[src/hw/rtl/ircft_pkg.sv]
package ircft_pkg;

  localparam logic [15:0] HEADER_PERIOD = 16'd304;
  localparam logic [15:0] HEADER_HIGH   = 16'd152;
  localparam logic [15:0] BIT_PERIOD    = 16'd76;
  localparam logic [15:0] ONE_HIGH      = 16'd48;
  localparam logic [15:0] ZERO_HIGH     = 16'd24;
  localparam logic [15:0] HOLDOFF_TICKS = 16'd152;

  localparam int          NumSym  = 34;
  localparam logic [5:0]  NUM_SYM = 6'(NumSym);

  // register indexes on the config port
  localparam logic [2:0] REG_MAX_THROTTLE = 3'd0;
  localparam logic [2:0] REG_MAX_TRIM     = 3'd1;
  localparam logic [2:0] REG_BASE_CENTER  = 3'd2;
  localparam logic [2:0] REG_BASE_FB      = 3'd3;
  localparam logic [2:0] REG_BASE_LR      = 3'd4;
  localparam logic [2:0] REG_BASE_DIAG    = 3'd5;
  localparam logic [2:0] REG_GAP_TICKS    = 3'd6;

  // direction codes
  localparam logic [3:0] DIR_C  = 4'd0;
  localparam logic [3:0] DIR_F  = 4'd1;
  localparam logic [3:0] DIR_B  = 4'd2;
  localparam logic [3:0] DIR_L  = 4'd3;
  localparam logic [3:0] DIR_R  = 4'd4;
  localparam logic [3:0] DIR_FR = 4'd5;
  localparam logic [3:0] DIR_FL = 4'd6;
  localparam logic [3:0] DIR_BR = 4'd7;
  localparam logic [3:0] DIR_BL = 4'd8;

  localparam logic CMD_TICK = 1'b0;
  localparam logic CMD_SET  = 1'b1;

  typedef enum logic [2:0] {
    SYM_HDR  = 3'b001,
    SYM_ZERO = 3'b010,
    SYM_ONE  = 3'b100
  } sym_e;

  typedef struct packed {
    logic [15:0] gap_ticks;
    logic [7:0]  base_diag;
    logic [7:0]  base_lr;
    logic [7:0]  base_fb;
    logic [7:0]  base_center;
    logic [5:0]  max_trim;
    logic [6:0]  max_throttle;
  } cfg_t;

  localparam cfg_t CFG_RESET = '{
    gap_ticks:    16'd1000,
    base_diag:    8'd0,
    base_lr:      8'd0,
    base_fb:      8'd0,
    base_center:  8'd0,
    max_trim:     6'd63,
    max_throttle: 7'd127
  };

  typedef struct packed {
    logic [3:0] direction;
    logic [5:0] trim;
    logic [6:0] throttle;
    logic       command;
  } item_t;

  typedef struct packed {
    logic [5:0] symbol_index;
    logic       sending;
    logic       led_level;
  } res_t;

  // Frame as one bit per symbol; symbol 0 is always the header, so its bit is unused.
  function automatic logic [NumSym-1:0] build_frame(logic [6:0] thr, logic [5:0] trm,
                                                    logic [3:0] dir, cfg_t cfg);
    logic [6:0]        t;
    logic [5:0]        r;
    logic [7:0]        dirbits;
    logic [7:0]        base;
    logic [7:0]        diff;
    logic [7:0]        chk;
    logic              lr;
    logic              fb;
    logic [NumSym-1:0] f;
    t = (thr > cfg.max_throttle) ? cfg.max_throttle : thr;
    r = (trm > cfg.max_trim) ? cfg.max_trim : trm;
    diff = {1'b0, cfg.max_throttle - t} + {2'b00, cfg.max_trim - r};
    unique case (dir)
      DIR_F:   begin dirbits = 8'h0F; lr = 1'b1; fb = 1'b0; base = cfg.base_fb;   end
      DIR_B:   begin dirbits = 8'h0F; lr = 1'b1; fb = 1'b1; base = cfg.base_fb;   end
      DIR_L:   begin dirbits = 8'hF0; lr = 1'b1; fb = 1'b1; base = cfg.base_lr;   end
      DIR_R:   begin dirbits = 8'hF0; lr = 1'b0; fb = 1'b1; base = cfg.base_lr;   end
      DIR_FR:  begin dirbits = 8'hFF; lr = 1'b0; fb = 1'b0; base = cfg.base_diag; end
      DIR_FL:  begin dirbits = 8'hFF; lr = 1'b1; fb = 1'b0; base = cfg.base_diag; end
      DIR_BR:  begin dirbits = 8'hFF; lr = 1'b1; fb = 1'b1; base = cfg.base_diag; end
      DIR_BL:  begin dirbits = 8'hFF; lr = 1'b0; fb = 1'b1; base = cfg.base_diag; end
      default: begin dirbits = 8'h00; lr = 1'b1; fb = 1'b1; base = cfg.base_center; end
    endcase
    chk = base - diff;
    f = '0;
    for (int i = 0; i < 7; i++) f[8-i] = t[i];
    for (int i = 0; i < 8; i++) f[16-i] = dirbits[i];
    f[17] = lr;
    f[18] = fb;
    for (int i = 0; i < 6; i++) f[24-i] = r[i];
    f[26] = 1'b1;
    for (int i = 0; i < 6; i++) f[32-i] = chk[i];
    f[33] = 1'b1;
    return f;
  endfunction

  localparam logic [NumSym-1:0] FRAME_RESET = build_frame(7'd1, 6'd0, DIR_C, CFG_RESET);

endpackage

[src/hw/rtl/ircft_cfg_regs.sv]
module ircft_cfg_regs
  import ircft_pkg::*;
(
  input  logic        clk_i,
  input  logic        rst_ni,
  input  logic        cfg_we_i,
  input  logic [2:0]  cfg_idx_i,
  input  logic [15:0] cfg_wdata_i,
  output cfg_t        cfg_o
);

  cfg_t cfg_q, cfg_d;

  always_comb begin
    cfg_d = cfg_q;
    if (cfg_we_i) begin
      unique case (cfg_idx_i)
        REG_MAX_THROTTLE: cfg_d.max_throttle = cfg_wdata_i[6:0];
        REG_MAX_TRIM:     cfg_d.max_trim     = cfg_wdata_i[5:0];
        REG_BASE_CENTER:  cfg_d.base_center  = cfg_wdata_i[7:0];
        REG_BASE_FB:      cfg_d.base_fb      = cfg_wdata_i[7:0];
        REG_BASE_LR:      cfg_d.base_lr      = cfg_wdata_i[7:0];
        REG_BASE_DIAG:    cfg_d.base_diag    = cfg_wdata_i[7:0];
        REG_GAP_TICKS:    cfg_d.gap_ticks    = cfg_wdata_i;
        default:          cfg_d = cfg_q;
      endcase
    end
  end

  always_ff @(posedge clk_i or negedge rst_ni) begin
    if (!rst_ni) begin
      cfg_q <= CFG_RESET;
    end else begin
      cfg_q <= cfg_d;
    end
  end

  assign cfg_o = cfg_q;

endmodule

[src/hw/rtl/ircft_frame_builder.sv]
module ircft_frame_builder
  import ircft_pkg::*;
(
  input  item_t             item_i,
  input  cfg_t              cfg_i,
  output logic [NumSym-1:0] frame_o
);

  assign frame_o = build_frame(item_i.throttle, item_i.trim, item_i.direction, cfg_i);

endmodule

[src/hw/rtl/ircft_tx_engine.sv]
module ircft_tx_engine
  import ircft_pkg::*;
(
  input  logic              clk_i,
  input  logic              rst_ni,
  input  logic              step_i,
  input  item_t             item_i,
  input  cfg_t              cfg_i,
  input  logic [NumSym-1:0] new_frame_i,
  output res_t              res_o
);

  logic [15:0]       tick_q, tick_d;
  logic              sending_q, sending_d;
  logic [5:0]        pos_q, pos_d;
  sym_e              kind_q, kind_d;
  logic              led_q, led_d;
  logic [NumSym-1:0] frame_q, frame_d;
  logic              pend_vld_q, pend_vld_d;
  logic [NumSym-1:0] pend_q, pend_d;

  logic [15:0] tick_inc;
  logic [15:0] hold_lim;
  logic [15:0] high_lim;
  logic [15:0] period_lim;
  logic [5:0]  pos_inc;

  assign tick_inc = tick_q + 16'd1;
  assign pos_inc  = pos_q + 6'd1;
  assign hold_lim = (cfg_i.gap_ticks > HOLDOFF_TICKS) ? cfg_i.gap_ticks - HOLDOFF_TICKS : '0;

  always_comb begin
    unique case (kind_q)
      SYM_ONE:  begin high_lim = ONE_HIGH;    period_lim = BIT_PERIOD;    end
      SYM_ZERO: begin high_lim = ZERO_HIGH;   period_lim = BIT_PERIOD;    end
      default:  begin high_lim = HEADER_HIGH; period_lim = HEADER_PERIOD; end
    endcase
  end

  always_comb begin
    tick_d     = tick_q;
    sending_d  = sending_q;
    pos_d      = pos_q;
    kind_d     = kind_q;
    led_d      = led_q;
    frame_d    = frame_q;
    pend_vld_d = pend_vld_q;
    pend_d     = pend_q;
    if (step_i) begin
      if (item_i.command == CMD_SET) begin
        if (sending_q) begin
          pend_d     = new_frame_i;
          pend_vld_d = 1'b1;
        end else begin
          // set while idle may lengthen the remaining gap: the counter is clamped to gap minus hold-off
          if (tick_q > hold_lim) tick_d = hold_lim;
          frame_d = new_frame_i;
        end
      end else if (!sending_q) begin
        tick_d = tick_inc;
        if (tick_inc >= cfg_i.gap_ticks) begin
          sending_d = 1'b1;
          tick_d    = '0;
          pos_d     = '0;
          kind_d    = SYM_HDR;
        end
      end else if (tick_inc <= high_lim) begin
        tick_d = tick_inc;
        led_d  = ~led_q;
      end else if (tick_inc <= period_lim) begin
        tick_d = tick_inc;
        led_d  = 1'b0;
      end else begin
        tick_d = '0;
        if (pos_inc >= NUM_SYM) begin
          pos_d     = NUM_SYM;
          sending_d = 1'b0;
          if (pend_vld_q) begin
            frame_d    = pend_q;
            pend_vld_d = 1'b0;
          end
        end else begin
          pos_d  = pos_inc;
          kind_d = frame_q[pos_inc] ? SYM_ONE : SYM_ZERO;
        end
      end
    end
  end

  always_ff @(posedge clk_i or negedge rst_ni) begin
    if (!rst_ni) begin
      tick_q     <= '0;
      sending_q  <= 1'b0;
      pos_q      <= '0;
      kind_q     <= SYM_HDR;
      led_q      <= 1'b0;
      frame_q    <= FRAME_RESET;
      pend_vld_q <= 1'b0;
    end else begin
      tick_q     <= tick_d;
      sending_q  <= sending_d;
      pos_q      <= pos_d;
      kind_q     <= kind_d;
      led_q      <= led_d;
      frame_q    <= frame_d;
      pend_vld_q <= pend_vld_d;
    end
  end

  always_ff @(posedge clk_i) begin
    pend_q <= pend_d;
  end

  assign res_o.led_level    = led_d;
  assign res_o.sending      = sending_d;
  assign res_o.symbol_index = pos_d;

endmodule

[src/hw/rtl/ir_control_frame_transmitter.sv]
// Infrared remote-control frame transmitter. Each input item is either a timer
// tick (tuser 0) or a set command (tuser 1) carrying throttle, trim and direction;
// every item yields exactly one result item with the LED level, the sending flag
// and the current symbol index as they stand after that item. One item is taken
// per clock cycle unless m_axis_tready holds the output; each item passes from the
// input register through the tick/frame update into the result register.
// A set command during a frame is held and takes effect when the frame ends.
// Configuration registers are written through cfg_we_i/cfg_idx_i/cfg_wdata_i and
// must only change while no item is in flight.
module ir_control_frame_transmitter
  import ircft_pkg::*;
(
  input  logic        clk_i,
  input  logic        rst_ni,
  input  logic        s_axis_tvalid,
  output logic        s_axis_tready,
  input  logic [23:0] s_axis_tdata,  // throttle[6:0], trim[12:7], direction[16:13], zero pad
  input  logic        s_axis_tuser,  // command
  output logic        m_axis_tvalid,
  input  logic        m_axis_tready,
  output logic [7:0]  m_axis_tdata,  // led_level[0], sending[1], symbol_index[7:2]
  input  logic        cfg_we_i,
  input  logic [2:0]  cfg_idx_i,
  input  logic [15:0] cfg_wdata_i
);

  cfg_t              cfg;
  item_t             in_item_q;
  logic              in_vld_q;
  logic              out_vld_q;
  res_t              out_res_q;
  res_t              eng_res;
  logic [NumSym-1:0] new_frame;
  logic              advance;
  logic              s_accept;

  assign advance       = in_vld_q & (~out_vld_q | m_axis_tready);
  assign s_axis_tready = ~in_vld_q | advance;
  assign s_accept      = s_axis_tvalid & s_axis_tready;

  always_ff @(posedge clk_i or negedge rst_ni) begin
    if (!rst_ni) begin
      in_vld_q  <= 1'b0;
      out_vld_q <= 1'b0;
    end else begin
      if (s_accept) begin
        in_vld_q <= 1'b1;
      end else if (advance) begin
        in_vld_q <= 1'b0;
      end
      if (advance) begin
        out_vld_q <= 1'b1;
      end else if (m_axis_tready) begin
        out_vld_q <= 1'b0;
      end
    end
  end

  always_ff @(posedge clk_i) begin
    if (s_accept) begin
      in_item_q.command   <= s_axis_tuser;
      in_item_q.throttle  <= s_axis_tdata[6:0];
      in_item_q.trim      <= s_axis_tdata[12:7];
      in_item_q.direction <= s_axis_tdata[16:13];
    end
    if (advance) begin
      out_res_q <= eng_res;
    end
  end

  ircft_cfg_regs u_cfg (
    .clk_i       (clk_i),
    .rst_ni      (rst_ni),
    .cfg_we_i    (cfg_we_i),
    .cfg_idx_i   (cfg_idx_i),
    .cfg_wdata_i (cfg_wdata_i),
    .cfg_o       (cfg)
  );

  ircft_frame_builder u_build (
    .item_i  (in_item_q),
    .cfg_i   (cfg),
    .frame_o (new_frame)
  );

  ircft_tx_engine u_engine (
    .clk_i       (clk_i),
    .rst_ni      (rst_ni),
    .step_i      (advance),
    .item_i      (in_item_q),
    .cfg_i       (cfg),
    .new_frame_i (new_frame),
    .res_o       (eng_res)
  );

  assign m_axis_tvalid = out_vld_q;
  assign m_axis_tdata  = out_res_q;

endmodule

[config.mk]
export PLATFORM = sky130hd
export DESIGN_NAME = ir_control_frame_transmitter
export DESIGN_NICKNAME = d
export VERILOG_FILES = /design/src/hw/rtl/ircft_pkg.sv /design/src/hw/rtl/ircft_cfg_regs.sv /design/src/hw/rtl/ircft_frame_builder.sv /design/src/hw/rtl/ircft_tx_engine.sv /design/src/hw/rtl/ir_control_frame_transmitter.sv
export SDC_FILE = /design/constraint.sdc
export NUM_CORES = 1
export LEC_CHECK = 0
export BUFFER_PORTS_ARGS = -buffer_cell sky130_fd_sc_hd__buf_2
export CORE_ASPECT_RATIO = 1.75
export CORE_MARGIN = 5
export CORE_UTILIZATION = 39
export DETAILED_ROUTE_END_ITERATION = 8
export PLACE_DENSITY = 0.6
export SKIP_LAST_GASP = 1
export SLEW_MARGIN = 20
export SYNTH_ARGS = -nofsm -noshare
export SYNTH_HDL_FRONTEND = slang
export SYNTH_SLANG_ARGS = --single-unit
[constraint.sdc]
create_clock -name clk_i -period 10 [get_ports clk_i]
set_clock_uncertainty 0.05 [all_clocks]
set_input_delay 0.5 -clock clk_i [delete_from_list [all_inputs] [get_ports clk_i]]
set_output_delay 0.5 -clock clk_i [all_outputs]
set_load 0.01 [all_outputs]
# Yosys cells after proc, flatten, opt, wreduce, memory -nomap -nowiden
# Cells that the tools add are included.
# Widths: inputs -> output; s select.
[classes] addsub=7 n_mul=0 n_div=0 n_lt_le_gt_ge=9 n_eq_ne=23 shift=0 n_mux=60 n_bitwise=8 reduce_logical=25
[op_table] cell="$mux 34" n=7
[op_table] cell="$mux 16" n=8
[op_table] cell="$mux 6" n=8
[op_table] cell="$mux 1" n=25
[op_table] cell="$pmux 8 s3" n=1
[op_table] cell="$mux 3" n=6
[op_table] cell="$pmux 6 s3" n=1
[op_table] cell="$sub 6x6->6" n=3
[op_table] cell="$add 16x1->16 const B" n=1
[op_table] cell="$eq 4x3->1 const B" n=4
[op_table] cell="$ge 16x16->1" n=1
[op_table] cell="$gt 16x16->1" n=1
[op_table] cell="$gt 16x8->1 const B" n=1
[op_table] cell="$le 16x8->1" n=1
[op_table] cell="$le 16x9->1" n=1
[op_table] cell="$pmux 8 s2" n=1
[op_table] cell="$sub 16x8->16 const B" n=1
[op_table] cell="$reduce_and 2->1" n=7
[op_table] cell="$eq 3x3->1 const B" n=4
[op_table] cell="$ne 2x2->1 const B" n=6
[op_table] cell="$reduce_bool 2->1" n=6
[op_table] cell="$eq 3x2->1 const B" n=3
[op_table] cell="$mux 9" n=1
[op_table] cell="$eq 4x2->1 const B" n=2
[op_table] cell="23 further kinds" n=32
[totals] reg_bits=172 latch_bits=0 mem_bits_rw=0 mem_bits_ro=0 in_bits=49 wordCells=156 mem_count=0

# Depth between registers and ports, before layout
# Gate-level depths: netlist of the first run.
[depth] depth_word=9 ltp_mapped=21 depth_no_buf=20

# Cells and area by module
# Synthesis of the first run repeated with hierarchy kept, for this count alone.
[hier_totals] hier_cells=990 area_unflattened_um2=11232.0
[by_module_without_submodules] module="ircft_tx_engine" n_inst=1 cells_each=589 area_per_inst_um2=6276.0
[by_module_without_submodules] module="ircft_cfg_regs" n_inst=1 cells_each=137 area_per_inst_um2=2393.5
[by_module_without_submodules] module="ircft_frame_builder" n_inst=1 cells_each=230 area_per_inst_um2=1677.9
[by_module_without_submodules] module="ir_control_frame_transmitter" n_inst=1 cells_each=34 area_per_inst_um2=884.6

# Least setup slack after synthesis of the first run
# No wires, ideal clock.
[synth_timing] kind="reg2reg" start="reg in_item_q[14] (netlist bit)" end="reg u_engine.frame_q[27]" setup_time_ps=125 arrival_ps=4886 setup_slack_ps=4939 path_stages_with_launch=19 path_buffers=1 path_cell_list="edfxtp_1 or4b_1 o31ai_2 clkbuf_1 nor2_1 a211oi_1 a21oi_1 fa_1 fa_1 inv_1 fa_1 fa_1 a21o_1 a21oi_1 xnor2_1 xnor2_1 xnor3_1 o21ai_0 mux2_4"
[synth_via] elab_chain_cells=6
[synth_lines] item="start: declaration" line_no="ir_control_frame_transmitter.sv:28" source="item_t in_item_q;"
[synth_lines] item="$eq 4x3->1, or another cell as far along" line_no="ircft_pkg.sv:90" source="unique case (dir)"
[synth_lines] item="$reduce_or 4->1 (no line) or $reduce_or 2->1 (tied branches)"
[synth_lines] item="$pmux 6 s3 (*)" line_no="ircft_pkg.sv:90"
[synth_lines] item="$sub 6x6->6 (*)" line_no="ircft_pkg.sv:101" source="chk = base - diff;"
[synth_lines] item="$mux 34 (*)" line_no="ircft_tx_engine.sv:51" source="if (sending_q) begin"
[synth_lines] item="$mux 34 (*)" line_no="ircft_tx_engine.sv:50" source="if (item_i.command == CMD_SET) begin"
[synth_lines] item="end signal: assignment" line_no="ircft_tx_engine.sv:105" source="frame_q <= frame_d;"
[synth_lines] item="end: declaration" line_no="ircft_tx_engine.sv:18" source="logic [NumSym-1:0] frame_q, frame_d;"
# Every way passes the cells marked *; elsewhere a longest branch is shown, timed or not. The select of a mux whose other input is x is not followed.
# A chain may end at the register's enable or synchronous reset.

# Final worst setup path of the first run
[layout_timing] start="reg in_item_q[16] (netlist bit)" end="reg u_engine.frame_q[27]"
# Same word-level chain as after synthesis.

==> results of run 1 <==
[per-layer routing]
| metal | part of all wire | GRT usage | up-vias |
|---|---|---|---|
| met2 | 0.57 | 0.327 | 115 |
| met3 | 0.022 | 0.0272 | 45 |
| met1 | 0.37 | 0.180 | 3361 |
| li1 | - | - | 3284 |
| met5 | 0 | 0 | - |
| met4 | 0.038 | 0.0816 | 0 |
[metrics by stage]
step	utilization	area (um^2)	hold slack [ns]	setup WS (ns)
final	0.441	10800	0.0113	4.06
after global routing	0.441	10800	0.0530	3.81
after CTS	0.441	10800	0.00840	4.03
after detailed placement	0.416	10200	0.422	4.05
after global placement	0.416	10200	0.415	4.16
after floorplan	-	9620	0.154	4.94
[sequential cells by signal, summed over array words and instances, names as in the netlist]
name                 count
u_cfg.cfg_o             53
u_engine.pos_q           6
m_axis_tvalid            1
u_engine.kind_q          3
u_engine.led_q           1
u_engine.frame_q        23
in_item_q               18
in_vld_q                 1
m_axis_tdata             8
u_engine.pend_vld_q      1
u_engine.pend_q         23
u_engine.sending_q       1
u_engine.tick_q         16
[cell type report]
cell class,count,area (um^2),area share
Inverter,74,278,0.0258
Sequential cell,155,4160,0.385
Tap cell,312,390,0.0362
Clock inverter,10,139,0.0129
Clock buffer,22,475,0.0441
Timing Repair Buffer,60,325,0.0302
Multi-Input combinational cell,623,5020,0.465
[cell usage after synthesis, types with 5 or more instances]
cell      instances
nor4_1           11
dfrtp_1          81
nor2b_1           5
xnor2_1          26
xor2_1           11
edfxtp_1         49
a31oi_1           6
mux2_2           54
o21ai_1           7
o31ai_1           6
mux4_2            5
and3_1            7
o21ai_0          32
mux2i_1          31
inv_1            74
nand3_1          21
a211oi_1          6
a21oi_1          52
o211ai_1          5
nor3_1           21
nand2b_1         12
clkbuf_1         25
mux2_4           13
a21o_1           11
buf_2             5
nor2_1           53
fa_1             14
nand2_1          64
nand4_1          11
o22ai_1           9
ha_1             64
dfstp_2          25
[report_power, final]
| part | internal, mW | leakage [nW] | switching, mW |
|---|---|---|---|
| Combinational | 0.722 | 2.62 | 0.837 |
| Clock | 0.414 | 0.300 | 0.265 |
| Sequential | 0.896 | 1.71 | 0.182 |
| Total | 2.03 | 4.62 | 1.28 |
[final timing paths]
path,endpoint,slack [ns],cells past startpoint
setup reg to reg,u_engine.frame_q[27],4.06,17
min in group clk_i,in_item_q[5],0.18,1
hold reg to reg,u_engine.frame_q[18],0.43,2
hold / removal,u_cfg.cfg_o[22],0.01,1
max in group asynchronous,u_engine.frame_q[23],8.59,2
setup / recovery,u_engine.frame_q[27],4.06,17
[logic make-up after synthesis]
logic type,synth area share
xor+xnor,0.0389
compound gates,0.117
simple gates,0.122
fa+ha+maj,0.112
flops,0.432
mux,0.131
buf+inv,0.0471
==> results.ini, run 1 <==
[outcome]
status = completed

[power]
peakVddDrop_mv = 0.194
p_leak_nw = 4.62
p_total_mw = 3.32
p_per_area_nw_per_um2 = 308

[detailed_routing]
drc_errors = 0
drtIter0Drc = 251
ant_nets = 0
drt_pass1_iterations = 4
wl_um = 22700
routedWlPerCell_um = 18.0
viasPerCell = 5.42
num_vias = 6805

[setup_path]
arrival_ns = 6.22
critPathLaunch = in_item_q[16]
startpoint_type = flip-flop
cp_data_required_time_ns = 10.28
path_common_cell = fa_1
crit_family = adder cells
crit_fanout = 13
critical_path_class = flip-flop to flip-flop
cp-end-kind = flip-flop
crit_buf_inv = 1
cp_slowest_cell = o31ai_2
worstReg2RegStart = in_item_q[16]
cp_cell_sequence = and3b_1, o31ai_2, a21oi_1, mux2i_1, fa_1, fa_1, fa_1, inv_1, ha_1, fa_1, a21o_1, a21oi_1, xnor2_1, xnor2_1, xnor3_1, o21ai_0, mux2_4
max_stage_delay_ns = 0.75

[synthesis]
synth_area_um2 = 9620
syn_avg_cell_area_um2 = 10.8
synth-async-reset-ratio = 0.684
netlist_instances = 888
synth_top_area_frac = 0.211
ys.flop_type = dfrtp_1
synth_edf_count = 49
ys_warn_count = 0
syn_nets = 1015
synth_area_leaders = dfrtp_1, edfxtp_1, ha_1
ys_seq_area_frac = 0.432
yosysTopAreaCell = dfrtp_1
ys_seq_elements = 155
synth_cell_types = 76

[floorplanning]
die_h_um = 218
coreArea_um2 = 24400
row_count = 76
die_x_um = 129
dieArea_um2 = 28000
io-pin-count = 59
initial_core_util = 0.394

[cts]
clk_latency_ns = 0.44
h-tree-depth = 4
cts_tree = yes
clk_pin_slew_ns = 0.06
postCtsSetupBuffers = 0
cts_num_sinks = 155
cts.repair.resized = 0
cts_root_buffer = clkbuf_16
cts.hold.buffers_added = 0
clk_path_buf_depth = 2
cts_inserted_buffers = 17

[min_path]
min_path_type = primary input to asynchronous set/reset pin

[sta]
final-setup-viol-count = 0
slew_headroom = 0.314
min_period_ns = 5.94
finalHoldViolCount = 0
drv_slew = 0
tightest_slew_ns = 1.03
max_freq_mhz = 168
rsz0062_at_grt = no
finalCritPeriodShare = 0.594
fin_tns_setup_ns = 0

[grt]
grt_max_degree = 67
track_usage = 0.172
grt_overflow = 0
antenna_found_initial = 0
grt_pass1_vias = 7082
grt_pass1_wl_um = 37400

[layout]
final_common_cell = dfrtp_1
diodes = 0
fillCellCount = 2331
nets = 1058
final_cell_count_no_fill = 1256
final_cell_mix = dfrtp_1, inv_1, nand2_1, ha_1, mux2_2
layout-drive-gt1-share = 0.214
syn2layout_area_growth_pct = 12.1

[placement]
placed_cells = 1224
dp_hpwl_um = 17300
gp_congestion = 0.832
port_buffers = 51

[run]
cap_violations = 0

Note: power is estimated with default switching activity, not from simulation.
==> run 2, diff against run 1 <==
PLACE_DENSITY = 0.62   (was 0.6)
clock period = 4.8 ns   (was 10 ns; I/O delays follow)
==> run 2 against run 1 <==
Against the previous run: via count increased by 3.7%; wire length increased by 4.6%; worst hold slack better by 0.024 ns; critical path type unchanged; critical endpoint unchanged.
==> results.ini, run 2 (synthesized netlist as in run 1, its figures left out) <==
[placement]
port_buffers = 51
place_ws_ns = -0.164
dp_hpwl_um = 18000
gp_congestion = 0.878
post_dp_cell_area_um2 = 10500
placed_cells = 1261

[detailed_routing]
routedWlPerCell_um = 17.9
num_vias = 7058
ant_nets = 0
viasPerCell = 5.32
drt_pass1_iterations = 4
drtIter0Drc = 233
wl_um = 23700
drc_errors = 0

[floorplanning]
row_count = 76
dieArea_um2 = 28000
initial_core_util = 0.394
io-pin-count = 59
coreArea_um2 = 24400
die_x_um = 129
die_h_um = 218

[grt]
grt_overflow = 0
antenna_found_initial = 0
grt_max_degree = 67
track_usage = 0.180
grt_pass1_wl_um = 38800
grt_pass1_vias = 7515

[setup_path]
r2r.worst_path.cells = 19
cp-end-kind = flip-flop
critical_path_class = flip-flop to flip-flop
cp_data_required_time_ns = 5.08
crit_fanout = 5
startpoint_type = flip-flop
arrival_ns = 5.07

[layout]
final_cell_area_um2 = 11500
largest_reg_flops = 53
layout-drive-gt1-share = 0.264
final_common_cell = dfrtp_1
postLayoutCoreUtil = 0.471
final_cell_mix = dfrtp_1, inv_1, nand2_1
nets = 1129
diodes = 0
final_cell_count_no_fill = 1327
syn2layout_area_growth_pct = 19.7

[sta]
rsz0062_at_grt = yes
tightest_slew_ns = 1.00
min_period_ns = 4.79
finalCritPeriodShare = 0.998
max_freq_mhz = 209
drv_slew = 0
fin_ws_ns = 0.00988
slew_headroom = 0.329
finalHoldViolCount = 0
final-setup-viol-count = 0

[power]
peakVddDrop_mv = 0.493
p_leak_nw = 4.96
p_per_area_nw_per_um2 = 644
p_total_mw = 7.41

[min_path]
min_path_cells = 3
min_path_type = primary input to flip-flop

[cts]
cts_inserted_buffers = 17
cts_num_sinks = 155
cts_root_buffer = clkbuf_16
clk_path_buf_depth = 2
clk_latency_ns = 0.45
cts_tree = yes
h-tree-depth = 4
clk_pin_slew_ns = 0.06

[outcome]
status = completed

[run]
cap_violations = 0

run 2: report_power, final:
group / switching, mW / internal [mW] / leakage [nW] / total [mW]
sequential: 0.355 / 1.87 / 1.71 / 2.22
combinational: 1.90 / 1.83 / 2.95 / 3.72
clock: 0.590 / 0.878 / 0.298 / 1.47
run 2: per-layer routing:
layer,up-vias,part of all wire,GRT usage,routed length (um)
li1,3423,-,-,-
met1,3432,0.36,0.178,8580
met2,134,0.56,0.339,13300
met3,69,0.024,0.0348,559
met4,0,0.054,0.105,1280
met5,-,0,0,0
run 2: stage by stage:
step	TNS, ns	hold slack, ns
after floorplan	0	-0.106
after global placement	-0.0818	0.366
after detailed placement	-0.212	0.368
after CTS	-0.0470	0.0172
after global routing	-0.455	0.0383
final	0	0.0348
run 2: final cells by class:
type / count / area [um^2]
fill: 2259 / 12900
multi-input combinational: 623 / 5120
sequential: 155 / 4160
timing repair buffer: 131 / 933
clock buffer: 17 / 425
tap: 312 / 390
inverter: 74 / 278
clock inverter: 15 / 214
run 2: what timing repair did:
item                                    in CTS  in global routing
buffers inserted                             6                  1
hold endpoints to repair                    76                  0
endpoints found under the setup margin       2                  3
cloned                                       0                  0
pin swaps                                   16                 16
hold buffers                                30                  0
gates resized for setup                      4                 13
run 2: critical path, cell delays in order, from the launching register on:
cell      delay (ns)
edfxtp_1        0.40
or4b_4          0.58
o31ai_4         0.10
buf_4           0.17
nor2_2          0.03
a21oi_2         0.11
mux2i_2         0.11
fa_2            0.40
fa_1            0.47
fa_1            0.51
inv_1           0.04
ha_2            0.19
fa_2            0.36
a21o_1          0.20
a21oi_2         0.14
xnor2_1         0.14
xnor2_1         0.09
xnor3_1         0.25
o21ai_1         0.06
mux2_4          0.28
run 2: path summary, 6_finish.rpt:
check | startpoint | endpoint | slack (ns)
hold / removal | m_axis_tready | m_axis_tvalid | 0.03
setup reg to reg | in_item_q[15] | u_engine.frame_q[27] | 0.01
max in group asynchronous | rst_ni | u_engine.kind_q[0] | 3.16
min in group asynchronous | rst_ni | u_cfg.cfg_o[59] | 0.42
hold reg to reg | u_engine.led_q | u_engine.led_q | 0.43
setup / recovery | in_item_q[15] | u_engine.frame_q[27] | 0.01
==> run 3, diff against run 2 <==
CORE_ASPECT_RATIO = default   (was 1.75)
==> run 3 against run 2 <==
Against the previous run: count of clock-buffer cells in the layout is the same; power shrank 1.9%; critical endpoint unchanged; combinational power shrank 4%; wire length shrank 6.5%; sequential power is essentially flat; worst hold slack lost 0.026 ns; cell count grew 0.98%; critical path type unchanged; critical path depth shrank 1; first-iteration DRC count grew 65%; flip-flop and latch count is the same; highest routed layer unchanged; setup slack lost 0.0047 ns.
==> results.ini, run 3 (synthesized netlist as in run 1, its figures left out) <==
[outcome]
status = completed

[detailed_routing]
wl_um = 22200
num_vias = 7068
routedWlPerCell_um = 16.5
drtIter0Drc = 384
ant_nets = 0
drt_pass1_iterations = 5
viasPerCell = 5.27
drc_errors = 0

[power]
power.share.sequential = 0.308
p_int_mw = 4.49
p_per_area_nw_per_um2 = 626
combPwrFrac = 0.491
swShare = 0.383
p_switching_mw = 2.78
p_leak_nw = 4.99
peakVddDrop_mv = 0.312
p_clk_frac = 0.201

[min_path]
min_path_type = primary input to flip-flop

[sta]
max_freq_mhz = 209
rsz0062_at_grt = yes
finalCritPeriodShare = 0.999
drv_slew = 0
slew_headroom = 0.333
min_period_ns = 4.79
final-setup-viol-count = 0
tightest_slew_ns = 1.00
whs_ns = 0.00876
finalHoldViolCount = 0
fin_tns_setup_ns = 0

[layout]
multi_input_area_um2 = 5180
largest_reg_flops = 53
final_common_cell = dfrtp_1
nets = 1130
layout-drive-gt1-share = 0.275
diodes = 0
fillCellCount = 2199
final_cell_count_no_fill = 1340
seqCellArea_um2 = 4160
final_cell_mix = dfrtp_1, inv_1, nand2_1
syn2layout_area_growth_pct = 20.8

[placement]
placed_cells = 1271
port_buffers = 51
dp_hpwl_um = 16000
gp_congestion = 0.836

[cts]
clk_latency_ns = 0.42
cts_root_buffer = clkbuf_16
cts_inserted_buffers = 17
cts_num_sinks = 155
clk_pin_slew_ns = 0.07
cts_tree = yes
h-tree-depth = 4
clk_path_buf_depth = 2

[floorplanning]
row_count = 57
dieArea_um2 = 27900
die_h_um = 167
die_x_um = 167
initial_core_util = 0.396
coreArea_um2 = 24300
io-pin-count = 59

[run]
cap_violations = 0

[setup_path]
crit_fanout = 6
arrival_ns = 5.05
cp-end-kind = flip-flop
critical_path_class = flip-flop to flip-flop
startpoint_type = flip-flop
cp_data_required_time_ns = 5.06

[grt]
antenna_found_initial = 0
grt_overflow = 0
track_usage = 0.163
grt_pass1_wl_um = 37100
grt_pass1_vias = 7046
grt_max_degree = 65

-- run 3: path summary, 6_finish.rpt --
path | startpoint | end | slack, ns | cells past startpoint
worst max-delay path | in_item_q[14] | u_engine.frame_q[27] | 0.005 | 18
worst min-delay path | cfg_wdata_i[6] | u_cfg.cfg_o[6] | 0.009 | 3
worst max register to register | in_item_q[14] | u_engine.frame_q[27] | 0.005 | 18
worst min register to register | u_engine.frame_q[18] | u_engine.frame_q[18] | 0.42 | 2
max in group asynchronous | rst_ni | u_engine.tick_q[5] | 3.13 | 3
min in group asynchronous | rst_ni | u_cfg.cfg_o[60] | 0.43 | 2
-- run 3: repair_timing --
| item | 4_1_cts | 5_1_grt |
|---|---|---|
| hold endpoints to repair | 67 | 0 |
| pin swaps | 16 | 9 |
| setup buffers | 11 | 2 |
| gates cloned | 0 | 0 |
| setup endpoints to repair | 1 | 2 |
| resized for setup | 14 | 18 |
| hold buffers | 24 | 0 |
-- run 3: critical path, stage by stage, from the launching register on --
cell      delay [ns]
edfxtp_1        0.43
buf_4           0.16
buf_4           0.15
nor3b_1         0.23
o21ba_2         0.25
buf_6           0.15
mux2_2          0.35
fa_1            0.48
inv_1           0.05
fa_1            0.52
inv_1           0.06
fa_1            0.57
ha_4            0.23
a21oi_2         0.16
xnor2_1         0.14
xnor2_1         0.09
xnor3_1         0.25
o21ai_1         0.08
mux2_4          0.28
-- run 3: per-stage QoR --
step	total power [mW]	area, um^2	setup WS (ns)	util
2_1_floorplan	4.72	9660	0.0275	-
3_3_place_gp	5.58	10500	-0.0930	0.431
3_5_place_dp	5.66	10500	-0.166	0.431
4_1_cts	7.20	11500	-0.0370	0.473
5_1_grt	7.86	11600	-0.246	0.478
6_report	7.27	11600	0.00521	0.478
-- run 3: routing by layer --
metal,GRT usage,vias up,share of wire
met3,0.0225,36,0.035
met2,0.249,142,0.45
met1,0.238,3457,0.49
li1,-,3433,-
met5,0,-,0
met4,0.0544,0,0.019
-- run 3: power groups by stage --
stage / logic (mW) / clock network, mW / registers [mW]
global placement: 3.33 / 0 / 2.25
finish: 3.57 / 1.46 / 2.24
CTS: 3.48 / 1.49 / 2.24
global route: 4.01 / 1.55 / 2.30
floorplan: 2.61 / 0 / 2.11
detailed placement: 3.40 / 0 / 2.26
-- run 3: layout make-up --
class                   count  share of cell area
multi-input cells         623               0.446
flip-flops and latches    155               0.358
repair buffers            132              0.0827
clock buffers              17              0.0366
well taps                 324              0.0349
inverters                  74              0.0239
clock inverters            15              0.0185
